<file path="config.mk">
export PLATFORM = sky130hd
export DESIGN_NAME = url_form_query_decoder
export DESIGN_NICKNAME = d
export VERILOG_FILES = /design/src/rtl/ufqd_pkg.sv /design/src/rtl/ufqd_decode.sv /design/src/rtl/url_form_query_decoder.sv
export SDC_FILE = /design/constraint.sdc
export NUM_CORES = 1
export LEC_CHECK = 0
export BUFFER_PORTS_ARGS = -buffer_cell sky130_fd_sc_hd__buf_2
export CAP_MARGIN = 20
export CORE_MARGIN = 2
export CORE_UTILIZATION = 28
export DETAILED_ROUTE_END_ITERATION = 8
export GPL_ROUTABILITY_DRIVEN = 0
export SLEW_MARGIN = 20
export SYNTH_ARGS = -nofsm -noshare
export SYNTH_HDL_FRONTEND = slang
export SYNTH_HIERARCHICAL = 1
export SYNTH_SLANG_ARGS = --single-unit
</file>
<file path="constraint.sdc">
create_clock -name clk -period 4.4 [get_ports clk]
set_clock_uncertainty 0.15 [all_clocks]
set_input_delay 1.32 -clock clk [delete_from_list [all_inputs] [get_ports clk]]
set_output_delay 1.32 -clock clk [all_outputs]
set_load 0.01 [all_outputs]
</file>
<file path="src/rtl/ufqd_pkg.sv">
// Shared types and constants for the URL form query decoder.
package ufqd_pkg;

  localparam int MAX_RESULTS = 3;
  localparam int CNT_W       = 2;

  localparam logic [7:0] CHR_PLUS    = 8'h2B;
  localparam logic [7:0] CHR_PERCENT = 8'h25;
  localparam logic [7:0] CHR_AMP     = 8'h26;
  localparam logic [7:0] CHR_EQUALS  = 8'h3D;
  localparam logic [7:0] CHR_SPACE   = 8'h20;
  localparam logic [7:0] CHR_NUL     = 8'h00;

  typedef enum logic [1:0] {
    KIND_KEY   = 2'd0,
    KIND_VALUE = 2'd1,
    KIND_END   = 2'd2
  } kind_t;

  typedef enum logic [1:0] {
    ESC_NONE  = 2'd0,
    ESC_PCT   = 2'd1,
    ESC_DIGIT = 2'd2
  } esc_t;

  typedef struct packed {
    logic       key_done;
    logic       segment_nonempty;
    esc_t       escape_phase;
    logic [7:0] held_digit;
  } state_t;

  typedef struct packed {
    kind_t      kind;
    logic [7:0] data;
  } result_t;

endpackage

</file>
<file path="src/rtl/ufqd_decode.sv">
// Single-pass decode of one query byte into up to three results and the next state.
module ufqd_decode import ufqd_pkg::*; (
  input  state_t                          state,
  input  logic [7:0]                      char_in,
  input  logic                            end_of_query,
  output state_t                          state_next,
  output result_t [MAX_RESULTS-1:0]       results,
  output logic [CNT_W-1:0]                count
);

  // Valid flag in bit 4, nibble value below.
  function automatic logic [4:0] hex_val(input logic [7:0] c);
    logic [4:0] r;
    r = 5'd0;
    if (c >= 8'h30 && c <= 8'h39)      r = {1'b1, 4'(c - 8'h30)};
    else if (c >= 8'h41 && c <= 8'h46) r = {1'b1, 4'(c - 8'h37)};
    else if (c >= 8'h61 && c <= 8'h66) r = {1'b1, 4'(c - 8'h57)};
    return r;
  endfunction

  always_comb begin
    logic                    term;
    logic [4:0]              dig;
    logic [4:0]              hi;
    kind_t                   dkind;
    logic                    do_plain;
    logic                    plain_data;
    logic [7:0]              plain_byte;
    state_t                  st;
    result_t [MAX_RESULTS-1:0] res;
    logic [CNT_W-1:0]        n;

    st         = state;
    res        = '0;
    n          = '0;
    do_plain   = 1'b0;
    plain_data = 1'b0;
    plain_byte = char_in;
    term       = end_of_query || (char_in == CHR_NUL);
    dig        = term ? 5'd0 : hex_val(char_in);
    hi         = hex_val(state.held_digit);
    dkind      = state.key_done ? KIND_VALUE : KIND_KEY;

    // Escape handling first: a broken escape flushes its held bytes as data.
    unique case (state.escape_phase)
      ESC_PCT: begin
        if (dig[4]) begin
          st.held_digit   = char_in;
          st.escape_phase = ESC_DIGIT;
        end else begin
          st.escape_phase = ESC_NONE;
          res[0]          = '{kind: dkind, data: CHR_PERCENT};
          n               = 2'd1;
          do_plain        = 1'b1;
        end
      end
      ESC_DIGIT: begin
        st.escape_phase = ESC_NONE;
        if (dig[4]) begin
          res[0] = '{kind: dkind, data: {(hi[4] ? hi[3:0] : 4'd0), dig[3:0]}};
          n      = 2'd1;
        end else begin
          res[0]   = '{kind: dkind, data: CHR_PERCENT};
          res[1]   = '{kind: dkind, data: state.held_digit};
          n        = 2'd2;
          do_plain = 1'b1;
        end
      end
      default: begin
        st.escape_phase = ESC_NONE;
        do_plain        = 1'b1;
      end
    endcase

    if (n != '0 && !state.key_done) st.segment_nonempty = 1'b1;

    if (do_plain) begin
      priority if (term || char_in == CHR_AMP) begin
        if (st.key_done || st.segment_nonempty) begin
          res[n] = '{kind: KIND_END, data: 8'h00};
          n      = n + 2'd1;
        end
        st.key_done         = 1'b0;
        st.segment_nonempty = 1'b0;
      end else if (char_in == CHR_EQUALS) begin
        if (st.key_done) plain_data = 1'b1;
        else if (st.segment_nonempty) st.key_done = 1'b1;
      end else if (char_in == CHR_PLUS) begin
        plain_data = 1'b1;
        plain_byte = CHR_SPACE;
      end else if (char_in == CHR_PERCENT) begin
        st.escape_phase = ESC_PCT;
      end else begin
        plain_data = 1'b1;
      end
    end

    if (plain_data) begin
      res[n] = '{kind: (st.key_done ? KIND_VALUE : KIND_KEY), data: plain_byte};
      n      = n + 2'd1;
      if (!st.key_done) st.segment_nonempty = 1'b1;
    end

    state_next = st;
    results    = res;
    count      = n;
  end

endmodule

</file>
<file path="src/rtl/url_form_query_decoder.sv">
// Top level of the URL form query decoder: handshakes, state and result buffer.
// Decodes an application/x-www-form-urlencoded query presented one byte per input
// transfer and returns key bytes, value bytes and end-of-pair markers, one result per
// output transfer, with last_of_run set on the final result of each input byte. '+'
// becomes a space, '%' with two hex digits becomes one byte, and a broken escape is
// passed on literally. A byte of zero or end_of_query closes the query and returns the
// decoder state to its reset values, apart from the held escape digit. Each byte is
// decoded combinationally straight into a three-entry result buffer. The buffer drains
// one result per cycle while out_stall is low; a byte that yields several results (up
// to three) holds the input, and the next byte is taken in the cycle its last result
// leaves, so bytes that yield at most one result sustain one byte per clock without
// output stalls. Bytes that yield no result (the first digit of an escape, a leading
// '=') still take an input transfer of their own. The input is taken in the same
// cycle as the final buffered result leaves, so without output stalls there is no
// bubble between runs; while a result waits on out_stall, the input is stalled with it.
module url_form_query_decoder import ufqd_pkg::*; (
  input  logic       clk,
  input  logic       rst,
  input  logic       in_valid,
  output logic       in_stall,
  input  logic [7:0] char_in,
  input  logic       end_of_query,
  output logic       out_valid,
  input  logic       out_stall,
  output logic [1:0] kind,
  output logic [7:0] data_byte,
  output logic       last_of_run
);

  state_t                    state;
  state_t                    state_next;
  result_t [MAX_RESULTS-1:0] dec_results;
  logic [CNT_W-1:0]          dec_count;

  result_t [MAX_RESULTS-1:0] res_buf;
  logic [CNT_W-1:0]          cnt;
  logic [CNT_W-1:0]          idx;

  logic in_xfer;
  logic out_xfer;
  logic at_last;

  ufqd_decode u_decode (
    .state        (state),
    .char_in      (char_in),
    .end_of_query (end_of_query),
    .state_next   (state_next),
    .results      (dec_results),
    .count        (dec_count)
  );

  // Buffer holds results while cnt is non-zero; idx points at the one on offer.
  assign out_valid   = (cnt != '0);
  assign at_last     = out_valid && ((idx + 2'd1) == cnt);
  assign kind        = res_buf[idx].kind;
  assign data_byte   = res_buf[idx].data;
  assign last_of_run = at_last;

  // Take a new byte when the buffer is empty or its final result leaves now.
  assign in_stall = !(!out_valid || (at_last && !out_stall));
  assign in_xfer  = in_valid && !in_stall;
  assign out_xfer = out_valid && !out_stall;

  always_ff @(posedge clk) begin
    if (rst) begin
      state <= '{key_done: 1'b0, segment_nonempty: 1'b0,
                 escape_phase: ESC_NONE, held_digit: 8'h00};
      cnt   <= '0;
      idx   <= '0;
    end else begin
      // Advance through the buffer; drop the count once the last result goes.
      if (out_xfer) begin
        if (at_last) begin
          cnt <= '0;
          idx <= '0;
        end else begin
          idx <= idx + 2'd1;
        end
      end
      // Load a decoded byte; only happens with the buffer free or freeing.
      if (in_xfer) begin
        state <= state_next;
        cnt   <= dec_count;
        idx   <= '0;
      end
    end
  end

  always_ff @(posedge clk) begin
    if (in_xfer) res_buf <= dec_results;
  end

  // The offered entry always lies within the loaded run.
  a_idx_in_run: assert property (@(posedge clk) disable iff (rst)
    out_valid |-> (idx < cnt))
    else $error("result index beyond loaded run");

  // A new byte must never overwrite results that have not been transferred.
  a_no_overwrite: assert property (@(posedge clk) disable iff (rst)
    in_xfer |-> (!out_valid || (at_last && out_xfer)))
    else $error("input taken while results still pending");

  // End-of-pair markers carry a zero byte.
  a_end_zero: assert property (@(posedge clk) disable iff (rst)
    (out_valid && kind == KIND_END) |-> (data_byte == 8'h00))
    else $error("end-of-pair marker with non-zero byte");

  // A transfer inside a run moves on to the next buffered result.
  a_run_walks: assert property (@(posedge clk) disable iff (rst)
    (out_xfer && !at_last) |=> (out_valid && idx == $past(idx) + 2'd1))
    else $error("result run did not advance");

endmodule
</file>
**Yosys cells after proc, flatten, opt, wreduce, memory -nomap -nowiden**

Index checks and enable logic that the tools add are counted.

- Register bits: 46

- $add $sub $neg: 9
- $lt $le $gt $ge: 17
- Equality and inequality tests: 7
- Muxes and demuxes: 64
- Bitwise operators: 3
- Reductions and logical operators: 30

Operator list:

| operator | number |
|---|---|
| $mux W30 | 4 |
| $demux W10 S2 | 2 |
| $mux W10 | 4 |
| $mux W8 | 5 |
| $mux W5 | 7 |
| $eq A8 B6 Y1 const B | 4 |
| $ge A8 B7 Y1 const B | 4 |
| $le A8 B7 Y1 const B | 4 |
| $bwmux W30 | 1 |
| $mux W2 | 15 |
| $and A18 B27 Y27 | 1 |
| $not A27 Y27 | 1 |
| $bmux W10 S2 | 1 |
| $mux W1 | 19 |
| $mux W9 | 2 |
| $pmux W9 S2 | 1 |
| $ge A8 B6 Y1 const B | 2 |
| $le A8 B6 Y1 const B | 2 |
| $sub A4 B3 Y4 const B | 4 |
| $logic_and A1 B1 Y1 | 13 |
| $lt A2 B3 Y1 const B | 3 |
| $logic_not A8 Y1 | 1 |
| $mux W4 | 2 |
| $reduce_bool A2 Y1 | 4 |
| 13 further kinds | 24 |

**Depth between registers and ports, before layout**

- Depth after elaboration: 21
- Depth in mapped cells: 15
- Mapped depth without buffers: 15

**Hierarchy**

The synthesis kept the hierarchy.

By module, submodules not included:

| module | times used | cells an instance | area an instance (um^2) |
|---|---|---|---|
| url_form_query_decoder | 1 | 153 | 1979.4 |
| ufqd_decode | 1 | 175 | 1207.4 |

**Worst setup path before layout**

No wires, ideal clock.

- Path type: input to register
- Start point: input char_in[1]
- End point: register res_buf[2] in the netlist's numbering, data pin
- Library setup time: 129 ps
- Arrival time: 4121 ps
- Slack: 0 ps
- Cell stages on the path: 14
- Cells stage by stage: inv_1 > ha_1 > o21bai_1 > a211oi_4 > o21ai_2 > mux2_4 > clkinv_2 > ha_1 > inv_1 > nor3_1 > a21o_2 > nor2_1 > or4_1 > o2bb2a_2

RTL lines:

| item | line | source |
|---|---|---|
| start: declaration | url_form_query_decoder.sv:21 | `input logic [7:0] char_in,` |
| end signal: assignment | url_form_query_decoder.sv:90 | `if (in_xfer) res_buf <= dec_results;` |
| end: declaration | url_form_query_decoder.sv:35 | `result_t [MAX_RESULTS-1:0] res_buf;` |

==> out/summary.txt <==
Status: complete, no violations
Aggregate global-route resource usage: 12.6%
Adder-cell share of the synthesized area: 5.10%
Final Hold Fails: 0
Max clock buf depth: 2
Worst Path Arrival: 4.19 ns
Cell depth of the worst flop-to-flop path: 11
Sequential area share after synthesis: 38.3%
# port buffers: 25
Worst Tran Pin Value: 0.956 ns
Share of post-route cells with drive strength above 1: 21.9%
Syn-to-layout area delta: 15.0%
Async SR Flop Fraction: 0%
Minimum clock period: 4.23 ns
Finish-stage setup viols: 0
Cell area after synthesis: 3190 sq um
Final WS setup: 0.170 ns
Synth Area in XOR/XNOR: 1.65%
Final net count: 385
Post-route ant nets: 0
Area leader, netlist: edfxtp_1
Worst hold slack: 0.455 ns
RSZ-0062 raised after global routing: true
Max_cap viols: 0
Most frequent cells in the layout: nand2_1 (37), edfxtp_1 (30), o21ai_0 (27), buf_2 (25), inv_1 (20)
Predominant post-synthesis flop cell: edfxtp_1
Proportion of synthesized area in mux cells: 6.91%
CTS sink count: 46
R2R Path End: res_buf[2]$_DFFE_PP_
Post-synth EDFFs: 30
Reg2reg start: state[8]$_SDFFE_PP0P_
Clk_lat worst skew: 0.29 ns
CTS tree: built
Ant. Diodes: 0
Seq cells post-synth: 46
Syn_area_per_cell: 9.72 sq um
Setup Fix Bufs, Post-CTS: 0
Fillers: 1123
Initial antenna violation count: 0
CTS Hold Bufs: 0
Core area: 11000 sq um
Max IR drop VDD: 0.130 mV
CP Data Required Time: 4.36 ns
Fin area: 3670 sq um
Area share of and/or/nand/nor cells after synthesis: 18.1%
Total global routing overflow: 0
CP startpoint kind: input port
Critical hold path startpoint: state[8]$_SDFFE_PP0P_
Final Slew Violations: 0
Initial DRC count: 144
Clock tree root buffer cell: clkbuf_16
# rows: 38
Post-CTS Resized: 0
Initial Util: 29.0%
Pwr Density: 295 nW/um^2
Most common cell after layout, fill and taps aside: nand2_1
Top cells by area, synth: edfxtp_1 (28%), dfxtp_1 (10%), mux2i_1 (6.0%)
Main combinational cell family by area after synthesis: compound AO/OA/AOI/OAI gates
DR vias: 2500
# H-tree levels: 2
Ys Warns: 6
Drt first pass iters: 5
CTS clock-pin slew for the worst setup and hold paths: 0.07 ns
Hpwl dp: 5720 um
CTS Buf Count: 5
Crit Path Class: input port to flop
Static Leak: 1.42 nW
Routed len/inst: 15.0 um
Post-synth top area share: 28.3%
Final routed DRC violation total: 0
IO Pins: 26
Worst min path class: flop to flop
Final worst-path cycle share: 96.1%
Largest net degree at the start of global routing: 35
Syn Inst Count: 328
Die area: 12300 sq um
DP Area: 3480 sq um
Worst hold stages: 2
Vias per cell: 5.00
Routed wire length: 7490 um
First-pass GRT wire length: 12800 um
Synth Area in Compound Gates: 22.3%
CP Max Fanout: 8
Worst relative slew slack: 36.2%
CP Capture Type: flop
Vias in the first global route: 2471
Die extent in y: 111 um
Syn nets: 354
R2R setup slack: 1.41 ns
Hold endpoint: state[8]$_SDFFE_PP0P_
Worst slack, placed: -0.101 ns
Maximum clock frequency: 0.236 GHz
Die X: 111 um
Synth cell types: 70
[stage by stage]
stage | TNS (ns) | utilization [%] | instances | total power, mW
floorplan | 0 | - | 328 | 0.576
global placement | 0 | 31.7 | 492 | 0.613
detailed placement | -0.543 | 31.7 | 492 | 0.615
CTS | 0 | 33.4 | 500 | 1.09
global route | -0.100 | 33.4 | 500 | 1.12
finish | 0 | 33.4 | 500 | 1.08
[synthesized netlist by cell type (all sizes together), types with 4 or more instances]
cell type / n
and2: 6
nor3: 5
a211oi: 5
buf: 13
a21oi: 17
nand3: 16
inv: 20
xnor2: 5
mux2i: 19
a31oi: 4
nand2: 37
a21bo: 12
nor2: 17
dfxtp: 16
nand4: 4
ha: 13
o21ai: 28
o22ai: 4
clkbuf: 7
edfxtp: 30
[where the power goes]
group / internal [mW] / leakage, nW / switching, mW / total [mW]
Combinational: 0.0436 / 0.897 / 0.0734 / 0.117
Clock: 0.323 / 0.0915 / 0.155 / 0.478
Sequential: 0.479 / 0.434 / 0.00879 / 0.488
Total: 0.846 / 1.42 / 0.237 / 1.08
[worst max path at each step]
stage,from,endpoint,depth (start not counted),slack [ns]
final,char_in[1],res_buf[12]$_DFFE_PP_,15,0.17
after global routing,char_in[0],res_buf[12]$_DFFE_PP_,15,-0.07
after CTS,char_in[1],res_buf[12]$_DFFE_PP_,15,0.18
after detailed placement,char_in[1],res_buf[12]$_DFFE_PP_,15,-0.10
after global placement,char_in[1],res_buf[18]$_DFFE_PP_,14,0.02
after floorplan,char_in[1],res_buf[2]$_DFFE_PP_,14,0.07
[sequential cells by signal (all words and copies together) (netlist names)]
signal and flops:
cnt 2, res_buf 30, idx 2, state 12
[critical path: stages]
cell	delay (ns)
buf_2	0.09
inv_1	0.06
ha_1	0.21
o21bai_1	0.31
a211oi_4	0.12
o21ai_2	0.19
mux2_4	0.33
clkinv_2	0.05
ha_1	0.16
inv_1	0.08
nor3_2	0.26
a21oi_1	0.16
a211oi_2	0.54
nand2_1	0.11
mux2i_1	0.21
[cell type report]
cell class                      instances  area (sq um)  share of cell area [%]
Tap cell                              140           175                    4.78
Clock inverter                          3          63.8                    1.74
Inverter                               22          83.8                    2.29
Multi-Input combinational cell        240          1730                    47.2
Clock buffer                            5           125                    3.41
Timing Repair Buffer                   44           268                    7.30
Sequential cell                        46          1220                    33.3
[per-layer routing]
metal  vias up  global-route usage, %  part of all wire [%]
li1       1250                      -                     -
met1      1169                   18.1                    49
met2        72                   19.5                    45
met3         9                   1.97                   4.0
met4         0                   3.92                   1.5
met5         -                      0                     0
[kinds of logic (layout without fill, tap and decap cells)]
family                   count (synthesis)  count (layout)
buffers and inverters                   42              74
flip-flops                              46              46
multiplexers                            21              21
AO/OA/AOI/OAI                           94              94
AND/OR/NAND/NOR                        106             106
XOR/XNOR                                 6               6
adder cells (fa/ha/maj)                 13              13
(Power assumes the default switching activity.)
